$ cat src/rtl/ptsm_pkg.sv
// Package for the per-thread spill marker: request and result transfer types,
// request kinds, register indexes and spill status codes. No dependencies.
`default_nettype none
package ptsm_pkg;

    localparam int AMOUNT_W = 48;
    localparam int RESULT_W = 52;

    typedef struct packed {
        logic [2:0]          req_type;
        logic [3:0]          thread_index;
        logic [AMOUNT_W-1:0] amount;
    } ptsm_in_t;

    typedef struct packed {
        logic                granted;
        logic [RESULT_W-1:0] result_amount;
    } ptsm_out_t;

    localparam logic [2:0] REQ_UPDATE  = 3'd0;
    localparam logic [2:0] REQ_TRIGGER = 3'd1;
    localparam logic [2:0] REQ_FINISH  = 3'd2;
    localparam logic [2:0] REQ_MARK    = 3'd3;
    localparam logic [2:0] REQ_TOTAL   = 3'd4;

    localparam logic [2:0] REG_SPILLABLE_STAGE = 3'd0;
    localparam logic [2:0] REG_SPILL_ENABLED   = 3'd1;
    localparam logic [2:0] REG_AUTO_MODE       = 3'd2;
    localparam logic [2:0] REG_THRESHOLD       = 3'd3;
    localparam logic [2:0] REG_CACHED_LIMIT    = 3'd4;

    localparam logic [1:0] ST_NONE = 2'd0;
    localparam logic [1:0] ST_NEED = 2'd1;
    localparam logic [1:0] ST_WAIT = 2'd2;

endpackage
`default_nettype wire

$ cat src/rtl/per_thread_spill_marker_core.sv
// Per-thread spill marker: per-thread byte counts and spill status kept in one
// synchronous memory, updated by read-modify-write. Depends on ptsm_pkg.
//
// Usage:
//   Requests arrive on s_valid/s_ready/s_data, one transfer per request, and
//   each yields exactly one result transfer on m_valid/m_ready/m_data.
//   Registers are written through cfg_valid/cfg_ready/cfg_index/cfg_data; the
//   user must do so only while no request is in flight, which the block does
//   not enforce; cfg_ready is always high. Update, finish and mark pass from
//   acceptance through RMW_RD, RMW_WR and DONE; a bad thread index or an unknown
//   kind goes straight to DONE. Trigger and total sweep the whole table through
//   the single memory read port, one entry per cycle. One request is in work at
//   a time; s_ready is high once the previous result is in the output register.
//   If the receiver stalls, the result waits in the output register; the next
//   request is still accepted and processed, and its result waits until the
//   output register frees up.
//   Reset (aresetn low, synchronous) clears the registers and the per-entry
//   valid bits, so every thread reads as count 0, status none.
`default_nettype none
module per_thread_spill_marker_core #(
    parameter int THREADS = 16
) (
    input  wire                  aclk,
    input  wire                  aresetn,
    input  wire                  s_valid,
    output logic                 s_ready,
    input  ptsm_pkg::ptsm_in_t   s_data,
    output logic                 m_valid,
    input  wire                  m_ready,
    output ptsm_pkg::ptsm_out_t  m_data,
    input  wire                  cfg_valid,
    output logic                 cfg_ready,
    input  wire  [2:0]           cfg_index,
    input  wire  [47:0]          cfg_data
);
    import ptsm_pkg::*;

    localparam int AW = (THREADS > 1) ? $clog2(THREADS) : 1;
    localparam int CW = $clog2(THREADS + 1) > 0 ? $clog2(THREADS + 1) : 1;
    localparam logic [8:0]    THREADS_W = 9'(THREADS);
    localparam logic [CW-1:0] THREADS_C = CW'(THREADS);

    typedef struct packed {
        logic [1:0]          status;
        logic [AMOUNT_W-1:0] bytes;
    } entry_t;

    typedef enum logic [2:0] {IDLE, RMW_RD, RMW_WR, SWEEP, DONE} state_t;

    state_t              state_reg;
    ptsm_in_t            req_reg;
    logic [CW-1:0]       cnt_reg;
    logic                pend_reg;
    logic [AW-1:0]       paddr_reg;
    logic [AMOUNT_W-1:0] want_reg, want_next;
    logic                stopped_reg, stopped_next;
    logic [RESULT_W-1:0] sum_reg, sum_next;
    ptsm_out_t           res_reg;
    logic                m_valid_reg;
    ptsm_out_t           m_data_reg;

    logic                stage_reg, enabled_reg, auto_reg;
    logic [AMOUNT_W-1:0] thr_reg, limit_reg;

    entry_t              mem [THREADS];
    entry_t              mem_q_reg;
    logic                mem_vq_reg;
    logic [THREADS-1:0]  valid_reg;

    logic                s_accept;
    logic                may_spill;
    logic [8:0]          req_idx_wide, in_idx_wide;
    logic [AW-1:0]       idx_addr;
    logic                in_idx_ok;
    logic                issue;
    logic                rd_en;
    logic [AW-1:0]       rd_addr;
    logic                wr_en;
    logic [AW-1:0]       wr_addr;
    entry_t              wr_entry;
    entry_t              ent;
    logic                rmw_grant;
    logic [RESULT_W:0]   sum_full;

    assign s_ready   = (state_reg == IDLE);
    assign s_accept  = s_valid && s_ready;
    assign cfg_ready = 1'b1;
    assign m_valid   = m_valid_reg;
    assign m_data    = m_data_reg;

    assign may_spill    = stage_reg && enabled_reg;
    assign req_idx_wide = 9'(req_reg.thread_index);
    assign in_idx_wide  = 9'(s_data.thread_index);
    assign idx_addr     = req_idx_wide[AW-1:0];
    assign in_idx_ok    = in_idx_wide < THREADS_W;
    assign issue        = (state_reg == SWEEP) && (cnt_reg < THREADS_C);

    assign rd_en   = (state_reg == RMW_RD) || issue;
    assign rd_addr = (state_reg == RMW_RD) ? idx_addr : cnt_reg[AW-1:0];
    assign ent     = mem_vq_reg ? mem_q_reg : '0;

    always_comb begin
        wr_en        = 1'b0;
        wr_addr      = paddr_reg;
        wr_entry     = ent;
        want_next    = want_reg;
        stopped_next = stopped_reg;
        sum_next     = sum_reg;
        rmw_grant    = 1'b0;
        sum_full     = {1'b0, sum_reg} + (RESULT_W+1)'(ent.bytes);
        case (state_reg)
            RMW_WR: begin
                wr_addr = idx_addr;
                case (req_reg.req_type)
                    REQ_UPDATE: begin
                        if (may_spill) begin
                            wr_en          = 1'b1;
                            wr_entry.bytes = req_reg.amount;
                            if (req_reg.amount != '0) begin
                                if (auto_reg) begin
                                    if (ent.status == ST_NEED) begin
                                        wr_entry.status = ST_WAIT;
                                        rmw_grant       = 1'b1;
                                    end
                                end else if (thr_reg != '0 && req_reg.amount > thr_reg) begin
                                    wr_entry.bytes = '0;
                                    rmw_grant      = 1'b1;
                                end
                            end
                        end
                    end
                    REQ_FINISH: begin
                        wr_en    = 1'b1;
                        wr_entry = '0;
                    end
                    REQ_MARK: begin
                        if (may_spill && ent.bytes != '0 && ent.status == ST_NONE) begin
                            wr_en           = 1'b1;
                            wr_entry.status = ST_NEED;
                            rmw_grant       = 1'b1;
                        end
                    end
                    default: ;
                endcase
            end
            SWEEP: begin
                if (pend_reg) begin
                    if (req_reg.req_type == REQ_TRIGGER) begin
                        if (!stopped_reg) begin
                            if (ent.bytes != '0) begin
                                if (ent.status == ST_NONE) begin
                                    wr_en           = 1'b1;
                                    wr_entry.status = ST_NEED;
                                end
                                want_next = (want_reg > ent.bytes) ? want_reg - ent.bytes : '0;
                                if (want_next == '0) begin
                                    stopped_next = 1'b1;
                                end
                            end
                        end else if (limit_reg != '0 && ent.bytes >= limit_reg
                                     && ent.status == ST_NONE) begin
                            wr_en           = 1'b1;
                            wr_entry.status = ST_NEED;
                        end
                    end else begin
                        sum_next = sum_full[RESULT_W] ? '1 : sum_full[RESULT_W-1:0];
                    end
                end
            end
            default: ;
        endcase
    end

    // table memory, one read and one write port, valid bits for reset state
    always_ff @(posedge aclk) begin
        if (rd_en) begin
            mem_q_reg  <= mem[rd_addr];
            mem_vq_reg <= valid_reg[rd_addr];
        end
        if (wr_en) begin
            mem[wr_addr] <= wr_entry;
        end
    end

    always_ff @(posedge aclk) begin
        if (!aresetn) begin
            valid_reg <= '0;
        end else if (wr_en) begin
            valid_reg[wr_addr] <= 1'b1;
        end
    end

    always_ff @(posedge aclk) begin
        if (!aresetn) begin
            stage_reg   <= 1'b0;
            enabled_reg <= 1'b0;
            auto_reg    <= 1'b0;
            thr_reg     <= '0;
            limit_reg   <= '0;
        end else if (cfg_valid) begin
            case (cfg_index)
                REG_SPILLABLE_STAGE: stage_reg   <= cfg_data[0];
                REG_SPILL_ENABLED:   enabled_reg <= cfg_data[0];
                REG_AUTO_MODE:       auto_reg    <= cfg_data[0];
                REG_THRESHOLD:       thr_reg     <= cfg_data;
                REG_CACHED_LIMIT:    limit_reg   <= cfg_data;
                default: ;
            endcase
        end
    end

    always_ff @(posedge aclk) begin
        if (!aresetn) begin
            state_reg   <= IDLE;
            m_valid_reg <= 1'b0;
            pend_reg    <= 1'b0;
            cnt_reg     <= '0;
            stopped_reg <= 1'b0;
        end else begin
            if (m_valid_reg && m_ready && state_reg != DONE) begin
                m_valid_reg <= 1'b0;
            end
            case (state_reg)
                IDLE: begin
                    if (s_accept) begin
                        req_reg     <= s_data;
                        cnt_reg     <= '0;
                        pend_reg    <= 1'b0;
                        want_reg    <= s_data.amount;
                        stopped_reg <= 1'b0;
                        sum_reg     <= '0;
                        res_reg     <= '0;
                        if (s_data.req_type inside {REQ_UPDATE, REQ_FINISH, REQ_MARK}) begin
                            state_reg <= in_idx_ok ? RMW_RD : DONE;
                        end else if (s_data.req_type inside {REQ_TRIGGER, REQ_TOTAL}) begin
                            state_reg <= SWEEP;
                        end else begin
                            state_reg <= DONE;
                        end
                    end
                end
                RMW_RD: begin
                    state_reg <= RMW_WR;
                end
                RMW_WR: begin
                    res_reg.granted       <= rmw_grant;
                    res_reg.result_amount <= '0;
                    state_reg             <= DONE;
                end
                SWEEP: begin
                    pend_reg    <= issue;
                    paddr_reg   <= cnt_reg[AW-1:0];
                    want_reg    <= want_next;
                    stopped_reg <= stopped_next;
                    sum_reg     <= sum_next;
                    if (issue) begin
                        cnt_reg <= cnt_reg + 1'b1;
                    end
                    if (!issue && !pend_reg) begin
                        res_reg.granted       <= 1'b0;
                        res_reg.result_amount <= (req_reg.req_type == REQ_TRIGGER)
                                                 ? RESULT_W'(want_reg) : sum_reg;
                        state_reg             <= DONE;
                    end
                end
                DONE: begin
                    if (!m_valid_reg || m_ready) begin
                        m_valid_reg <= 1'b1;
                        m_data_reg  <= res_reg;
                        state_reg   <= IDLE;
                    end
                end
                default: begin
                    state_reg <= IDLE;
                end
            endcase
        end
    end

endmodule
`default_nettype wire
$ cat config.mk
export PLATFORM = sky130hd
export DESIGN_NAME = per_thread_spill_marker_core
export DESIGN_NICKNAME = d
export VERILOG_FILES = /design/src/rtl/ptsm_pkg.sv /design/src/rtl/per_thread_spill_marker_core.sv
export SDC_FILE = /design/constraint.sdc
export NUM_CORES = 2
export LEC_CHECK = 0
export BUFFER_PORTS_ARGS = -buffer_cell sky130_fd_sc_hd__buf_2
export CAP_MARGIN = 20
export CORE_ASPECT_RATIO = 1.25
export CORE_UTILIZATION = 67
export CTS_BUF_LIST = sky130_fd_sc_hd__clkbuf_16
export DETAILED_ROUTE_END_ITERATION = 12
export GPL_ROUTABILITY_DRIVEN = 1
export PLACE_DENSITY = 0.85
export SYNTH_ARGS = -nofsm -noshare
export SYNTH_HDL_FRONTEND = slang
export SYNTH_SLANG_ARGS = --single-unit
$ cat constraint.sdc
create_clock -name aclk -period 16.75 [get_ports aclk]
set_input_delay 2.5125 -clock aclk [delete_from_list [all_inputs] [get_ports aclk]]
set_output_delay 2.5125 -clock aclk [all_outputs]
set_load 0.01 [all_outputs]
==> impl_summary.md <==
Clocking
After clock tree synthesis, the flow added hold-fix buffers numbering 0. The CTS tree is yes. The number of clock buffers added by TritonCTS is 113. The maximum clock insertion buffer count is 3. The tree is rooted in a clkbuf_16. The number of clock sinks is approximately 1200.

The post-CTS setup buffer count is 0. Post-CTS repair changed the size of 0 cells. The clock-pin slew on the worst setup and hold paths is roughly 0.070 ns.

Clock latency on the worst-skew pair, taken at its later pin, is around 0.73 ns. The number of H-tree levels is 3.

Synthesis
The number of register bits inferred by synthesis is around 1200. The number of different library cells used by synthesis comes to just over 80. Of the synthesized area, sequential elements account for about 64%. The most used flip-flop cell after synthesis is edfxtp_1. The number of warnings issued by yosys is 0. Counting every instance in the synthesized netlist gives between 4000 and 5000. The post-synthesis instance area is 55900 µm².

Averaged over all synthesized cells, the footprint is roughly 14 µm². In this run, synthesis inferred between 1000 and 1500 flip-flops with an integrated enable. Counting every net in the synthesized netlist gives around 4300.

The share of async-settable or async-resettable flops after synthesis is 0%.

Cells and area
The layout overhead on the synthesized area is 10.5%. At the end of the flow, the number of nets in the layout was around 4400. The library cells used most frequently in the layout, excluding fill and tap cells, are edfxtp_1, nand2_1, a21oi_1, mux4_2, inv_1. Counting the fill cells in the layout gives 4853. Leaving out fill and tap cells, the most frequent cell in the layout is edfxtp_1. The flip-flop count of the largest register, all copies and words added is 800. The fraction of layout cells with a size suffix above 1 is between 10% and 20%.

Power and ir drop
The sequential share of power is 52.0%. In this run the power density over the cells is between 100 and 150 nW/µm². The power share of the combinational group is approximately 8.2%. The post-route total power is 6.67 mW.

The peak ir drop on the vdd network is a little over 0.00009 V. Summed over all nets, the switching power comes to ~1.6 mW. In this run the static leakage power is between 20 and 25 nW. The clock network accounts for just under 40% of the total power. The switching part of the total is roughly a quarter. The internal cell power is 5.07 mW.

Floorplan
The floorplan step defined a die boundary enclosing ~85000 µm². The die is ~320 µm tall. The effective utilization at floorplan is 67.6%. The die outline width is about 260 µm. The number of placement rows is 118. The I/O pin count is between 150 and 200. The floorplan step defined a core boundary enclosing roughly 83000 µm².

STA
Setup violations remaining at the end of the flow were counted as 0. The worst setup skew after layout is 0.0397 ns. The final number of hold-violating endpoints is 0. The aggregate negative setup slack is 0 ns.

The fmax is around 170 MHz. The worst path in the final design needs a cycle of ~5.7 ns, including I/O delays and setup. Dividing the final minimum period by the clock period gives around a third. The measured slew at the worst slew-check pin is 1.21 ns. The worst pin sits at a relative slew slack of 18.4%. Setup repair after global routing left no endpoint under its margin. The number of pins exceeding their max-slew limit in the final report is 0.

Setup path
Along the worst path, the maximum fanout reaches between 50 and 60. The worst setup path is captured at a flip-flop. At the worst endpoint, the arrival time is a little over 6 ns. The worst endpoint required time is between 15 and 20 ns. The nature of the critical path startpoint is a flip-flop.

The setup path with the least slack is of type reg -> reg.

Placement
The HPWL reported at the end of detailed placement is 106000 µm. Buffers placed on the I/O ports in this run total between 150 and 200. The congestion estimate from routability-driven global placement came to 1.08.

Drt
The remaining antenna violation count after routing is 0. The number of vias per cell after detailed routing is between 7 and 8. For this block, the initial DRC count from the detailed router was 5419. For this run, the detailed router's first-pass iteration total came to 7. The total vias in the final route is around 37000. Dividing the detail-routed wire length by the instance count gives about 32 µm.

The overall routed net length is about 170000 µm. The detailed-route DRC error count is 0.

GRT
The global-route wire length before repair is 244000 µm. The global route total overflow is 0. For this run, the total global-route usage over all layers was measured as roughly two fifths. Entering global routing, the biggest net connects 136 pins. The number of antenna violations at the first check in global routing came to 4. The via count of the first global-routing pass came to 37100.

Worst hold path
The worst hold path belongs to the class reg -> reg.

Run
The count of maximum capacitance violations is 0.

Run status
The flow ran to the end, and the final reports show no timing, DRC or antenna violations.
cell type report:
| cell class | count | area (µm²) | share of cell area, % |
|---|---|---|---|
| Sequential cell | 1242 | 36000 | 58.4 |
| Multi-Input combinational cell | 2392 | 18700 | 30.2 |
| Clock buffer | 119 | 2980 | 4.82 |
| Tap cell | 1080 | 1350 | 2.19 |
| Timing Repair Buffer | 218 | 1250 | 2.02 |
| Clock inverter | 90 | 812 | 1.31 |
| Inverter | 176 | 661 | 1.07 |
| Antenna cell | 2 | 5.00 | 0.00810 |
path summary, 6_finish.rpt:
check / start / end / slack, ns / cells after the start
hold / removal: res_reg[47] / m_data[47] / 0.39 / 0
hold reg to reg: res_reg[47] / m_data[47] / 0.39 / 0
setup reg to reg: mem_vq_reg / sum_reg[28] / 11.01 / 16
setup / recovery: mem_vq_reg / sum_reg[28] / 11.01 / 16
per-stage QoR:
stage	std cells	area [µm²]	util (%)	setup WS [ns]	hold slack (ns)
after CTS	5315	61700	74.7	11.19	0.405
after global routing	5318	61800	74.7	10.71	0.424
after detailed placement	5106	57900	70.1	11.21	0.405
after floorplan	4008	55900	-	9.39	0.400
after global placement	5104	57900	70.1	11.35	0.400
final	5319	61800	74.7	11.01	0.386
power groups by stage:
stage	combinational [mW]	sequential, mW	clock [mW]
floorplan	0.351	3.51	0
global placement	0.511	3.53	0
detailed placement	0.522	3.53	0
CTS	0.530	3.46	2.65
global route	0.578	3.46	2.76
finish	0.546	3.47	2.66
logic make-up (layout without fill, tap and decap cells):
family / Yosys count / count (layout) / synth area share (%)
AO/OA/AOI/OAI: 840 / 840 / 10.1
XOR/XNOR: 98 / 98 / 1.54
adder cells (fa/ha/maj): 195 / 195 / 4.38
buffers and inverters: 374 / 603 / 2.56
flip-flops: 1242 / 1242 / 64.5
multiplexers: 213 / 213 / 8.39
other: 1 / 3 / 0.00671
AND/OR/NAND/NOR: 1045 / 1045 / 8.56
routing by layer:
metal	wire length, µm	track usage, %
met1	56600	52.1
met2	79700	63.2
met3	20300	7.82
met4	12400	25.6
met5	23	0
cells in the mapped netlist, types with 6 or more instances:
master	n	area, µm²
a31o_2	8	70.1
nor3b_1	9	67.6
dfxtp_1	126	2520
a22o_1	57	499
clkbuf_1	161	604
o31ai_1	34	255
buf_1	24	90.1
xnor2_1	55	482
buf_2	8	40.0
nand3_1	32	160
nand2_1	583	2190
and2_1	60	375
a21o_1	76	571
nor2_1	111	417
edfxtp_1	1116	33500
o31a_1	6	52.6
nor4_1	58	363
a21boi_0	102	766
o211ai_1	7	52.6
nand4_1	55	344
a211oi_1	63	473
o21bai_1	11	82.6
inv_1	176	661
and3_1	20	125
nor3_1	35	175
mux2i_1	8	80.1
o21a_1	38	285
a21oi_1	216	1080
a31oi_1	68	425
mux4_2	204	4590
ha_1	191	2390
nor2b_1	31	194
nand2b_1	19	119
o21ai_0	104	521
xor2_1	43	377
worst max-delay path, stage by stage (launching register included):
cell	delay, ns
edfxtp_1	0.32
buf_4	0.54
nand2_1	0.19
inv_1	0.17
ha_1	0.29
nor2b_1	0.16
o31a_1	0.27
o221a_2	0.28
a31o_2	0.29
nand3_1	0.07
nand3_1	0.30
a41oi_1	0.59
nor3_1	0.12
nor4b_1	0.67
or3_1	0.40
buf_4	0.56
a21oi_1	0.16
(Power assumes the default switching activity.)
